==> src/sv/tfpd_pkg.sv <==
package tfpd_pkg;

  localparam int RUN_COUNT_WIDTH = 16;
  localparam int SAMPLE_WIDTH    = 10;
  localparam int GAIN_WIDTH      = 10;
  localparam int CORR_WIDTH      = 15;
  localparam int ERR_WIDTH       = 3;
  localparam int DIFF_MAG_WIDTH  = 3;
  localparam int NUM_WIDTH       = GAIN_WIDTH + DIFF_MAG_WIDTH;
  localparam int DEN_WIDTH       = RUN_COUNT_WIDTH + 1;
  localparam int CNT_WIDTH       = $clog2(NUM_WIDTH);
  localparam int P_WIDTH         = GAIN_WIDTH + ERR_WIDTH + 1;

  localparam logic signed [ERR_WIDTH-1:0] ERR_ZERO = 3'sd0;
  localparam logic signed [ERR_WIDTH-1:0] ERR_POS1 = 3'sd1;
  localparam logic signed [ERR_WIDTH-1:0] ERR_NEG1 = -3'sd1;
  localparam logic signed [ERR_WIDTH-1:0] ERR_POS3 = 3'sd3;
  localparam logic signed [ERR_WIDTH-1:0] ERR_NEG3 = -3'sd3;

  typedef enum logic [1:0] {
    ST_IDLE,
    ST_DIVIDE,
    ST_FINISH
  } state_t;

endpackage

==> src/sv/tfpd_in_if.sv <==
interface tfpd_in_if;
  logic                                 valid;
  logic                                 ready;
  logic [tfpd_pkg::SAMPLE_WIDTH-1:0]    left_sample;
  logic [tfpd_pkg::SAMPLE_WIDTH-1:0]    right_sample;
  logic [tfpd_pkg::SAMPLE_WIDTH-1:0]    threshold_knob;
  logic [tfpd_pkg::GAIN_WIDTH-1:0]      gain_p;
  logic [tfpd_pkg::GAIN_WIDTH-1:0]      gain_d;

  modport source (
    output valid, left_sample, right_sample, threshold_knob, gain_p, gain_d,
    input  ready
  );
  modport sink (
    input  valid, left_sample, right_sample, threshold_knob, gain_p, gain_d,
    output ready
  );
endinterface

==> src/sv/tfpd_out_if.sv <==
interface tfpd_out_if;
  logic                                    valid;
  logic                                    ready;
  logic signed [tfpd_pkg::CORR_WIDTH-1:0]  drive_correction;
  logic signed [tfpd_pkg::ERR_WIDTH-1:0]   position_error;

  modport source (
    output valid, drive_correction, position_error,
    input  ready
  );
  modport sink (
    input  valid, drive_correction, position_error,
    output ready
  );
endinterface

==> src/sv/tfpd_div.sv <==
module tfpd_div (
  input  logic                           clk,
  input  logic                           rst,
  input  logic                           start,
  input  logic [tfpd_pkg::NUM_WIDTH-1:0] num,
  input  logic [tfpd_pkg::DEN_WIDTH-1:0] den,
  output logic [tfpd_pkg::NUM_WIDTH-1:0] quo,
  output logic                           done
);

  logic                             busy;
  logic [tfpd_pkg::CNT_WIDTH-1:0]   cnt;
  logic [tfpd_pkg::DEN_WIDTH-1:0]   divisor;
  logic [tfpd_pkg::DEN_WIDTH-1:0]   rem;
  logic [tfpd_pkg::DEN_WIDTH-1:0]   rem_next;
  logic [tfpd_pkg::NUM_WIDTH-1:0]   work;
  logic [tfpd_pkg::DEN_WIDTH:0]     rem_shift;
  logic [tfpd_pkg::DEN_WIDTH:0]     rem_sub;
  logic                             fits;

  // one restoring step per cycle
  always_comb begin
    rem_shift = {rem, work[tfpd_pkg::NUM_WIDTH-1]};
    rem_sub   = rem_shift - {1'b0, divisor};
    fits      = rem_shift >= {1'b0, divisor};
    rem_next  = fits ? rem_sub[tfpd_pkg::DEN_WIDTH-1:0]
                     : rem_shift[tfpd_pkg::DEN_WIDTH-1:0];
  end

  always_ff @(posedge clk) begin
    if (rst) begin
      busy <= 1'b0;
      done <= 1'b0;
      cnt  <= '0;
    end else begin
      done <= 1'b0;
      if (start) begin
        busy <= 1'b1;
        cnt  <= tfpd_pkg::CNT_WIDTH'(tfpd_pkg::NUM_WIDTH - 1);
      end else if (busy) begin
        if (cnt == '0) begin
          busy <= 1'b0;
          done <= 1'b1;
        end else begin
          cnt <= cnt - 1'b1;
        end
      end
    end
  end

  always_ff @(posedge clk) begin
    if (start) begin
      rem     <= '0;
      work    <= num;
      divisor <= den;
    end else if (busy) begin
      rem  <= rem_next;
      work <= {work[tfpd_pkg::NUM_WIDTH-2:0], fits};
    end
  end

  assign quo = work;

endmodule

==> src/sv/tape_follow_pd_error_core.sv <==
// channel  | dir | payload
// ---------+-----+--------------------------------------------------------------
// sensor   | in  | left_sample, right_sample, threshold_knob, gain_p, gain_d
// result   | out | drive_correction, position_error
//
// one transaction at a time: the accept in the idle step, the serial
// divider (one quotient bit per cycle), the done flag, then the finish step
// that forms the sum. sensor.ready is high only in the idle step.
// the result sits in an output register; a stalled result holds the current
// item in the finish step until the register frees.
// rst is synchronous; it clears the error history and both run counters.
module tape_follow_pd_error_core (
  input  logic        clk,
  input  logic        rst,
  tfpd_in_if.sink     sensor,
  tfpd_out_if.source  result
);

  tfpd_pkg::state_t state, state_next;

  logic signed [tfpd_pkg::ERR_WIDTH-1:0]   prev_error;
  logic signed [tfpd_pkg::ERR_WIDTH-1:0]   prev_nonzero_error;
  logic [tfpd_pkg::RUN_COUNT_WIDTH-1:0]    prior_run;
  logic [tfpd_pkg::RUN_COUNT_WIDTH-1:0]    current_run;
  logic [tfpd_pkg::RUN_COUNT_WIDTH-1:0]    prior_run_next;
  logic [tfpd_pkg::RUN_COUNT_WIDTH-1:0]    run_base;
  logic [tfpd_pkg::RUN_COUNT_WIDTH-1:0]    current_run_next;

  logic [tfpd_pkg::SAMPLE_WIDTH-1:0]       thr;
  logic                                    left_on;
  logic                                    right_on;
  logic signed [tfpd_pkg::ERR_WIDTH-1:0]   err_new;
  logic signed [tfpd_pkg::ERR_WIDTH:0]     diff;
  logic [tfpd_pkg::ERR_WIDTH:0]            diff_neg;
  logic [tfpd_pkg::DIFF_MAG_WIDTH-1:0]     diff_mag;
  logic [tfpd_pkg::NUM_WIDTH-1:0]          num;
  logic [tfpd_pkg::DEN_WIDTH-1:0]          den;
  logic signed [tfpd_pkg::P_WIDTH-1:0]     kp_ext;
  logic signed [tfpd_pkg::P_WIDTH-1:0]     err_ext;
  logic signed [tfpd_pkg::P_WIDTH-1:0]     p_val;

  logic signed [tfpd_pkg::P_WIDTH-1:0]     p_reg;
  logic                                    neg_reg;
  logic signed [tfpd_pkg::ERR_WIDTH-1:0]   err_reg;

  logic [tfpd_pkg::NUM_WIDTH-1:0]          quo;
  logic                                    div_done;
  logic [tfpd_pkg::CORR_WIDTH-1:0]         d_mag;
  logic signed [tfpd_pkg::CORR_WIDTH-1:0]  d_val;
  logic signed [tfpd_pkg::CORR_WIDTH-1:0]  sum;

  logic                                    out_valid;
  logic signed [tfpd_pkg::CORR_WIDTH-1:0]  out_corr;
  logic signed [tfpd_pkg::ERR_WIDTH-1:0]   out_err;

  logic accept;
  logic out_free;

  assign accept   = sensor.valid && sensor.ready;
  assign out_free = !out_valid || result.ready;

  // classification
  always_comb begin
    thr      = sensor.threshold_knob >> 2;
    left_on  = sensor.left_sample >= thr;
    right_on = sensor.right_sample >= thr;
    case ({left_on, right_on})
      2'b11: err_new = tfpd_pkg::ERR_ZERO;
      2'b01: err_new = tfpd_pkg::ERR_NEG1;
      2'b10: err_new = tfpd_pkg::ERR_POS1;
      default: begin
        if (prev_error < 0) err_new = tfpd_pkg::ERR_NEG3;
        else if (prev_error > 0) err_new = tfpd_pkg::ERR_POS3;
        else if (prev_nonzero_error < 0) err_new = tfpd_pkg::ERR_POS1;
        else if (prev_nonzero_error > 0) err_new = tfpd_pkg::ERR_NEG1;
        else err_new = tfpd_pkg::ERR_ZERO;
      end
    endcase
  end

  // run counters
  always_comb begin
    if (err_new != prev_error) begin
      prior_run_next = current_run;
      run_base       = '0;
    end else begin
      prior_run_next = prior_run;
      run_base       = current_run;
    end
    current_run_next = (&run_base) ? run_base : run_base + 1'b1;
    den = {1'b0, prior_run_next} + {1'b0, current_run_next};
  end

  // numerator magnitude and proportional term
  always_comb begin
    diff     = {err_new[tfpd_pkg::ERR_WIDTH-1], err_new}
             - {prev_error[tfpd_pkg::ERR_WIDTH-1], prev_error};
    diff_neg = -diff;
    diff_mag = diff[tfpd_pkg::ERR_WIDTH] ? diff_neg[tfpd_pkg::DIFF_MAG_WIDTH-1:0]
                                         : diff[tfpd_pkg::DIFF_MAG_WIDTH-1:0];
    num      = tfpd_pkg::NUM_WIDTH'(sensor.gain_d) * tfpd_pkg::NUM_WIDTH'(diff_mag);
    kp_ext   = {{(tfpd_pkg::P_WIDTH - tfpd_pkg::GAIN_WIDTH){1'b0}}, sensor.gain_p};
    err_ext  = {{(tfpd_pkg::P_WIDTH - tfpd_pkg::ERR_WIDTH){err_new[tfpd_pkg::ERR_WIDTH-1]}},
                err_new};
    p_val    = kp_ext * err_ext;
  end

  tfpd_div u_div (
    .clk   (clk),
    .rst   (rst),
    .start (accept),
    .num   (num),
    .den   (den),
    .quo   (quo),
    .done  (div_done)
  );

  always_comb begin
    d_mag = {{(tfpd_pkg::CORR_WIDTH - tfpd_pkg::NUM_WIDTH){1'b0}}, quo};
    d_val = neg_reg ? -$signed(d_mag) : $signed(d_mag);
    sum   = {{(tfpd_pkg::CORR_WIDTH - tfpd_pkg::P_WIDTH){p_reg[tfpd_pkg::P_WIDTH-1]}}, p_reg}
          + d_val;
  end

  always_ff @(posedge clk) begin
    if (rst) begin
      state <= tfpd_pkg::ST_IDLE;
    end else begin
      state <= state_next;
    end
  end

  always_comb begin
    state_next   = state;
    sensor.ready = 1'b0;
    case (state)
      tfpd_pkg::ST_IDLE: begin
        sensor.ready = 1'b1;
        if (sensor.valid) state_next = tfpd_pkg::ST_DIVIDE;
      end
      tfpd_pkg::ST_DIVIDE: begin
        if (div_done) state_next = tfpd_pkg::ST_FINISH;
      end
      tfpd_pkg::ST_FINISH: begin
        if (out_free) state_next = tfpd_pkg::ST_IDLE;
      end
      default: state_next = tfpd_pkg::ST_IDLE;
    endcase
  end

  always_ff @(posedge clk) begin
    if (rst) begin
      prev_error         <= tfpd_pkg::ERR_ZERO;
      prev_nonzero_error <= tfpd_pkg::ERR_ZERO;
      prior_run          <= '0;
      current_run        <= '0;
    end else if (accept) begin
      prev_error  <= err_new;
      prior_run   <= prior_run_next;
      current_run <= current_run_next;
      if (err_new != tfpd_pkg::ERR_ZERO) prev_nonzero_error <= err_new;
    end
  end

  always_ff @(posedge clk) begin
    if (accept) begin
      p_reg   <= p_val;
      neg_reg <= diff[tfpd_pkg::ERR_WIDTH];
      err_reg <= err_new;
    end
  end

  always_ff @(posedge clk) begin
    if (rst) begin
      out_valid <= 1'b0;
    end else if (state == tfpd_pkg::ST_FINISH && out_free) begin
      out_valid <= 1'b1;
    end else if (result.ready) begin
      out_valid <= 1'b0;
    end
  end

  always_ff @(posedge clk) begin
    if (state == tfpd_pkg::ST_FINISH && out_free) begin
      out_corr <= sum;
      out_err  <= err_reg;
    end
  end

  assign result.valid            = out_valid;
  assign result.drive_correction = out_corr;
  assign result.position_error   = out_err;

  a_accept_starts_divide: assert property (@(posedge clk) disable iff (rst)
    accept |=> state == tfpd_pkg::ST_DIVIDE)
    else $error("divide did not start after accept");

  a_done_only_in_divide: assert property (@(posedge clk) disable iff (rst)
    div_done |-> state == tfpd_pkg::ST_DIVIDE)
    else $error("divider finished outside the divide step");

  a_run_nonzero: assert property (@(posedge clk) disable iff (rst)
    accept |=> current_run != '0)
    else $error("current run is zero after a transaction");

  a_finish_loads_output: assert property (@(posedge clk) disable iff (rst)
    state == tfpd_pkg::ST_FINISH && out_free |=> out_valid)
    else $error("finished result not presented");

endmodule
==> src/flat_wrapper.sv <==
// flat-port wrapper written by rule: the top's interface ports become plain ports
module tape_follow_pd_error_core_flat 
  (clk, rst, sensor_valid, sensor_left_sample, sensor_right_sample, sensor_threshold_knob, sensor_gain_p, sensor_gain_d, sensor_ready, result_valid, result_drive_correction, result_position_error, result_ready);
  tfpd_in_if sensor_i ();
  tfpd_out_if result_i ();
  input  logic clk;
  input  logic rst;
  input wire logic [$bits(sensor_i.valid)-1:0] sensor_valid;
  input wire logic [$bits(sensor_i.left_sample)-1:0] sensor_left_sample;
  input wire logic [$bits(sensor_i.right_sample)-1:0] sensor_right_sample;
  input wire logic [$bits(sensor_i.threshold_knob)-1:0] sensor_threshold_knob;
  input wire logic [$bits(sensor_i.gain_p)-1:0] sensor_gain_p;
  input wire logic [$bits(sensor_i.gain_d)-1:0] sensor_gain_d;
  output wire logic [$bits(sensor_i.ready)-1:0] sensor_ready;
  output wire logic [$bits(result_i.valid)-1:0] result_valid;
  output wire logic [$bits(result_i.drive_correction)-1:0] result_drive_correction;
  output wire logic [$bits(result_i.position_error)-1:0] result_position_error;
  input wire logic [$bits(result_i.ready)-1:0] result_ready;
  assign sensor_i.valid = sensor_valid;
  assign sensor_i.left_sample = sensor_left_sample;
  assign sensor_i.right_sample = sensor_right_sample;
  assign sensor_i.threshold_knob = sensor_threshold_knob;
  assign sensor_i.gain_p = sensor_gain_p;
  assign sensor_i.gain_d = sensor_gain_d;
  assign sensor_ready = sensor_i.ready;
  assign result_valid = result_i.valid;
  assign result_drive_correction = result_i.drive_correction;
  assign result_position_error = result_i.position_error;
  assign result_i.ready = result_ready;
  tape_follow_pd_error_core u_core (.clk(clk), .rst(rst), .sensor(sensor_i), .result(result_i));
endmodule
==> config.mk <==
export PLATFORM = sky130hd
export DESIGN_NAME = tape_follow_pd_error_core_flat
export DESIGN_NICKNAME = d
export VERILOG_FILES = /design/src/sv/tfpd_pkg.sv /design/src/sv/tfpd_in_if.sv /design/src/sv/tfpd_out_if.sv /design/src/sv/tfpd_div.sv /design/src/sv/tape_follow_pd_error_core.sv /design/src/flat_wrapper.sv
export SDC_FILE = /design/constraint.sdc
export NUM_CORES = 1
export LEC_CHECK = 0
export ABC_AREA = 1
export BUFFER_PORTS_ARGS = -buffer_cell sky130_fd_sc_hd__buf_2
export CORE_UTILIZATION = 45
export DETAILED_ROUTE_END_ITERATION = 8
export GPL_ROUTABILITY_DRIVEN = 0
export PLACE_DENSITY = 0.67
export SYNTH_ARGS = -nofsm -noshare
export SYNTH_HDL_FRONTEND = slang
export SYNTH_SLANG_ARGS = --single-unit
==> constraint.sdc <==
create_clock -name clk -period 18.7 [get_ports clk]
set_input_delay 3.74 -clock clk [delete_from_list [all_inputs] [get_ports clk]]
set_output_delay 3.74 -clock clk [all_outputs]
set_load 0.02 [all_outputs]
==> Word-level counts from Yosys, hierarchy flattened <==
Index checks and enable logic that the tools add are counted.
{ "totals": {"regBits": 130, "input_bits": 54, "out_inout_bits": 20, "wordCells": 90} }
{ "op_classes": {"add_sub_neg": 8, "mul": 2, "magnitude_cmp": 7, "n_eq_ne": 10, "n_mux": 27, "bitwise_logic": 2, "n_reduce_logical": 16} }
{ "ops": {"columns": ["op", "count"], "rows": [
  ["16-bit two-way mux", 3],
  ["13-bit two-way mux", 2],
  ["10-bit by 8-bit >= comparator with 1-bit output", 2],
  ["18-bit by 17-bit >= comparator with 1-bit output", 1],
  ["16-bit by 16-bit adder with 17-bit output", 1],
  ["17-bit two-way mux", 1],
  ["17-bit subtractor", 1],
  ["16-bit by 1-bit adder with 16-bit output (second input constant)", 1],
  ["16-bit AND reduction", 1],
  ["15-bit adder", 1],
  ["15-bit two-way mux", 1],
  ["3-bit two-way mux", 5],
  ["13-bit negation with 15-bit output", 1],
  ["11-bit by 3-bit multiplier with 14-bit output", 1],
  ["10-bit by 3-bit multiplier with 13-bit output", 1],
  ["4-bit two-way mux", 3],
  ["3-bit case mux with 3 select lines", 1],
  ["1-bit two-way mux", 7],
  ["2-bit == test (second input constant)", 3],
  ["3-bit by 1-bit > comparator with 1-bit output (second input constant)", 2],
  ["3-bit by 1-bit < comparator with 1-bit output (second input constant)", 2],
  ["2-bit two-way mux", 3],
  ["2-bit case mux with 3 select lines", 1],
  ["2-bit AND reduction", 3],
  ["18 further kinds", 24]
]} }

==> Depth between registers and ports, before layout <==
{ "depth": {"depth_word": 11, "ltp_mapped": 37} }

==> Cells and area by module <==
A second synthesis with hierarchy kept.
{ "unflattened": {"cells_unflattened": 1524, "area_unflattened_um2": 10919.2} }
{ "modules_own_cells": {"columns": ["module", "n_inst", "cells_each", "area_each_um2", "seq_area_each_um2"], "rows": [
  ["tape_follow_pd_error_core", 1, 1067, 7586.0, 1901.8],
  ["tfpd_div", 1, 457, 3333.2, 1361.3]
]} }

==> Worst setup path after synthesis <==
OpenSTA, ideal clock, no wires.
{ "synth_path": {"path_type": "input port to flip-flop", "startpoint": "in sensor_threshold_knob[9]", "endpoint": "reg u_core.u_div.work, in the netlist u_core.u_div.quo[10] (data pin)", "setup_time_ns": 0.318, "arrival_time_ns": 8.851, "required_time_ns": 18.382, "slack_ns": 9.531, "path_stages": 30, "n_path_buf": 1, "cell_sequence": "inv_1 > ha_1 > a2111oi_0 > a21boi_0 > ha_1 > inv_1 > nor2_1 > nand3_1 > o21a_1 > clkbuf_1 > inv_1 > ha_1 > fa_1 > ha_1 > o21ai_0 > or2_2 > nand2_1 > inv_1 > nand2_1 > fa_1 > inv_1 > ha_1 > inv_1 > fa_1 > nand3b_1 > nand2_1 > nand3_1 > a21oi_1 > nand3b_1 > o21ai_0"} }
{ "synth_between": {"elab_chain_len": 8} }
{ "synth_lines": {"columns": ["item", "line_no", "source"], "rows": [
  ["start: declaration", "flat_wrapper.sv:11", "input wire logic [$bits(sensor_i.threshold_knob)-1:0] sensor_threshold_knob;"],
  ["10-bit by 8-bit >= comparator with 1-bit output, on equally long branches", "tape_follow_pd_error_core.sv:66, tape_follow_pd_error_core.sv:65", null],
  ["2-bit == test or 2-bit by 1-bit == test with 1-bit output (tied branches)", "tape_follow_pd_error_core.sv:67", "case ({left_on, right_on})"],
  ["3-bit case mux with 3 select lines *", "tape_follow_pd_error_core.sv:67", null],
  ["named net u_core.err_new (one bit)", "tape_follow_pd_error_core.sv:32", "logic signed [tfpd_pkg::ERR_WIDTH-1:0] err_new;"],
  ["3-bit by 3-bit subtractor with 4-bit output *", "tape_follow_pd_error_core.sv:97", "- {prev_error[tfpd_pkg::ERR_WIDTH-1], prev_error};"],
  ["3-bit negation", "tape_follow_pd_error_core.sv:98", "diff_neg = -diff;"],
  ["3-bit two-way mux *", "tape_follow_pd_error_core.sv:99", "diff_mag = diff[tfpd_pkg::ERR_WIDTH] ? diff_neg[tfpd_pkg::DIFF_MAG_WIDTH-1:0]"],
  ["10-bit by 3-bit multiplier with 13-bit output *", "tape_follow_pd_error_core.sv:101", "num = tfpd_pkg::NUM_WIDTH'(sensor.gain_d) * tfpd_pkg::NUM_WIDTH'(diff_mag);"],
  ["13-bit two-way mux *", "tfpd_div.sv:52", "if (start) begin"],
  ["end signal: assignment", "tfpd_div.sv:54", "work <= num;"],
  ["end signal: assignment", "tfpd_div.sv:58", "work <= {work[tfpd_pkg::NUM_WIDTH-2:0], fits};"],
  ["end: declaration", "tfpd_div.sv:16", "logic [tfpd_pkg::NUM_WIDTH-1:0] work;"]
]} }
Mark *: on every way through the listed nets, which the timed path passes. The rest lies on a longest branch.
A chain may end at the register's enable or synchronous reset.

==> Final worst setup path <==
{ "layout_path": {"startpoint": "in sensor_threshold_knob[9]", "endpoint": "reg u_core.u_div.divisor[14] (netlist bit) (data pin)"} }
{ "layout_between": {"elab_chain_len": 8} }
{ "layout_lines": {"columns": ["item", "line_no", "source"], "rows": [
  ["10-bit by 8-bit >= comparator with 1-bit output, on equally long branches", "tape_follow_pd_error_core.sv:66, tape_follow_pd_error_core.sv:65", null],
  ["2-bit == test or 2-bit by 1-bit == test with 1-bit output (tied branches)", "tape_follow_pd_error_core.sv:67", null],
  ["3-bit case mux with 3 select lines *", "tape_follow_pd_error_core.sv:67", null],
  ["named net u_core.err_new (one bit)", "tape_follow_pd_error_core.sv:32", null],
  ["3-bit inequality test *", "tape_follow_pd_error_core.sv:83", "if (err_new != prev_error) begin"],
  ["16-bit two-way mux *", "tape_follow_pd_error_core.sv:83", null],
  ["16-bit by 1-bit adder with 16-bit output or 16-bit AND reduction (tied branches)", "tape_follow_pd_error_core.sv:90", "current_run_next = (&run_base) ? run_base : run_base + 1'b1;"],
  ["16-bit two-way mux *", "tape_follow_pd_error_core.sv:90", null],
  ["named net u_core.current_run_next (one bit)", "tape_follow_pd_error_core.sv:27", "logic [tfpd_pkg::RUN_COUNT_WIDTH-1:0] current_run_next;"],
  ["16-bit by 16-bit adder with 17-bit output *", "tape_follow_pd_error_core.sv:91", "den = {1'b0, prior_run_next} + {1'b0, current_run_next};"],
  ["named net u_core.den (one bit)", "tape_follow_pd_error_core.sv:37", "logic [tfpd_pkg::DEN_WIDTH-1:0] den;"],
  ["end signal: assignment", "tfpd_div.sv:55", "divisor <= den;"],
  ["end: declaration", "tfpd_div.sv:13", "logic [tfpd_pkg::DEN_WIDTH-1:0] divisor;"]
]} }
Marked as above.

==> out/metrics.yaml <==
postCtsSetupBuffers: 0
tritoncts: "yes"
worst-r2r-cell-count: 19
maxCapViolations: 0
hold_path.class: "flip-flop to flip-flop"
cp_data_arrival_time_ns: 10.15
final.setup.tns_ns: 0
worst_pin_slew_ns: 1.089
vias: 9152
layout_min_cycle_time_ns: 10.00
hold_viol_final: 0
slew_headroom_pct: 27.28
die-height_um: 155.3
antenna_found_initial: 0
powerDensity_nw_per_um2: 93.59
p_leak_uw: 0.006001
syn_to_final_growth_pct: 12.03
fin_skew_ns: 0.01189
grt_pass1_wl_um: 39290
finalCritPeriodShare_pct: 53.49
dp_hpwl_um: 17940
io_pins: 74
grt_max_degree: 56
holdBufCountCts: 0
ys_ff_latch: 130
ys.flop_type: "edfxtp_1"
regToRegStartpoint: "u_core.prev_error[0]$_SDFFE_PP0P_"
grt_pass1_vias: 8502
ir_worst_vdd_mv: 0.04792
synth_edf_count: 66
status: "finished clean"
vias_per_cell: 4.934
worstSetupStartpoint: "sensor_threshold_knob[9]"
die_area_um2: 24120
drc: 0
top_regs: "u_core.u_div.divisor (17), u_core.u_div.rem (17)"
max_freq_mhz: 99.97
fin_nets: 1713
rsz0062_at_grt: "false"
drt-wirelength-per-cell_um: 12.52
min_path_cells: 0
layout.cells.non_filler: 1855
n_antenna_cell: 0
grt_usage_pct: 20.02
cp-end-kind: "flip-flop"
syn-cell-area_um2: 10580
synth-async-reset-ratio_pct: 0
synth_warnings: 0
start_util_pct: 46.30
min_from: "u_core.err_reg[0]$_DFFE_PP_"
synth.distinct_cells: 46
ys_seq_area_share_pct: 30.85
netlist.area_leader.share_pct: 18.74
clock_latency_ns: 0.42
drive_above_1_share_pct: 9.144
wirelength_um: 23220
fillers: 2240
cts_resized: 0
drt_iter0_drc: 486
firstDrtPassIters: 5
core_um2: 22850
num_rows: 55
die_w_um: 155.3
port_buffers: 71
cts.sinks: 130
critPathMaxFanout: 44
dp_cells: 1823
yosys.area.top_type: "edfxtp_1"
crit_required_ns: 18.85
setup_viol: 0
criticalPathCategory: "input port to flip-flop"
syn_avg_cell_area_um2: 7.260
clockRootBuffer: "clkbuf_16"
synth_nets: 1641
grt_overflow: 0
synth.area.top_cells: "edfxtp_1, nand2_1, ha_1, dfxtp_1, inv_1"
clk_pin_slew_ns: 0.06
clockBufferDepth: 2
multiInputGateArea_um2: 6233
cts_max_level: 4
seq_area_um2: 3263
syn_inst: 1457
cts-buffers-inserted: 17
ant_nets: 0
cp-start-kind: "input port"
drv_slew: 0
## cell usage after synthesis, drive strengths merged, types with 3 or more instances
library cell / number
nor3: 14
nand3b: 14
a31oi: 8
nand4: 12
clkbuf: 13
nor2: 95
a21oi: 55
dfxtp: 64
edfxtp: 66
xnor2: 16
or2: 15
xor2: 45
nand3: 103
o21bai: 4
a21boi: 6
buf: 10
o21ai: 95
nand2: 411
ha: 107
fa: 23
o21a: 5
inv: 259
o31ai: 3
## layout by cell type, fill, tap and decap left out, drive strengths merged
master and count:
a2111o 1, a2111oi 1, a211oi 2, a21boi 6, a21o 2, a21oi 55
a221oi 1, a31oi 8, a41oi 1, and2 1, buf 76, bufinv 3
clkbuf 17, clkinv 11, clkinvlp 2, dfxtp 64, edfxtp 66, fa 23
ha 107, inv 259, nand2 411, nand3 103, nand3b 14, nand4 12
nor2 95, nor3 14, nor4 1, o21a 5, o21ai 95, o21bai 4
o221ai 1, o22ai 2, o31ai 3, or2 15, xnor2 16, xor2 45
## critical path, cell delays in order
cell	delay, ns
buf_2	0.07
inv_1	0.04
ha_1	0.30
a2111oi_0	0.53
a21boi_0	0.27
ha_1	0.21
inv_1	0.06
nor2_1	0.16
o31ai_1	0.10
o21ai_0	0.08
buf_4	0.21
inv_1	0.15
ha_1	0.48
nand3_4	0.45
nor2_2	0.37
ha_1	0.33
nand4_1	0.20
nor3_4	0.26
nand2_2	0.27
nand2_1	0.13
nand2_1	0.15
fa_1	0.53
nand3_1	0.10
nand2_1	0.08
a21boi_0	0.43
o21ai_0	0.25
xor2_1	0.18
## area by class of cell
cell class / instances / area share [%]
Timing Repair Buffer: 76 / 3.315
Clock buffer: 17 / 3.590
Sequential cell: 130 / 27.54
Tap cell: 313 / 3.305
Inverter: 260 / 8.236
Clock inverter: 15 / 1.415
Multi-Input combinational cell: 1044 / 52.60
## layer usage
metal,global-route usage (%),vias up,routed length [µm]
met3,2.813,29,769
li1,-,4823,-
met4,5.882,0,336
met5,0,-,0
met2,31.77,162,10240
met1,28.27,4138,11880
## worst paths after layout
check | to | slack, ns
max reg2reg | u_core.u_div.divisor[14]$_DFFE_PP_ | 13.07
max | u_core.u_div.divisor[14]$_DFFE_PP_ | 8.70
min reg2reg | u_core.result.position_error[0]$_DFFE_PP_ | 0.42
min | u_core.result.position_error[0]$_DFFE_PP_ | 0.42
## logic make-up after synthesis
group                      Yosys count  share of synthesized area (%)
and+or+nand+nor                    666                          27.11
buffers and inverters              283                          10.29
AOI/OAI and AO/OA                  187                          9.688
adders and majority gates          130                          17.01
DFF                                130                          30.85
xor gates and xnor gates            61                          5.051
## power by group
group	internal, µW	switching (µW)	total [µW]
logic	149	268	417
registers	339	16.0	355
clock network	208	128	336
total	697	412	1110
## through the flow
| step | util, % | worst slack [ns] | total power [µW] | instance area [µm²] | hold WS, ns |
|---|---|---|---|---|---|
| after global placement | 49.27 | 8.446 | 766.8 | 11260 | 0.4010 |
| after CTS | 51.87 | 8.731 | 1115 | 11850 | 0.4236 |
| after floorplan | - | 9.531 | 679.0 | 10580 | 0.4003 |
| final | 51.87 | 8.697 | 1109 | 11850 | 0.4245 |
| after global routing | 51.87 | 8.105 | 1190 | 11850 | 0.4359 |
| after detailed placement | 49.27 | 8.320 | 774.2 | 11260 | 0.4108 |
(Power assumes the default switching activity.)
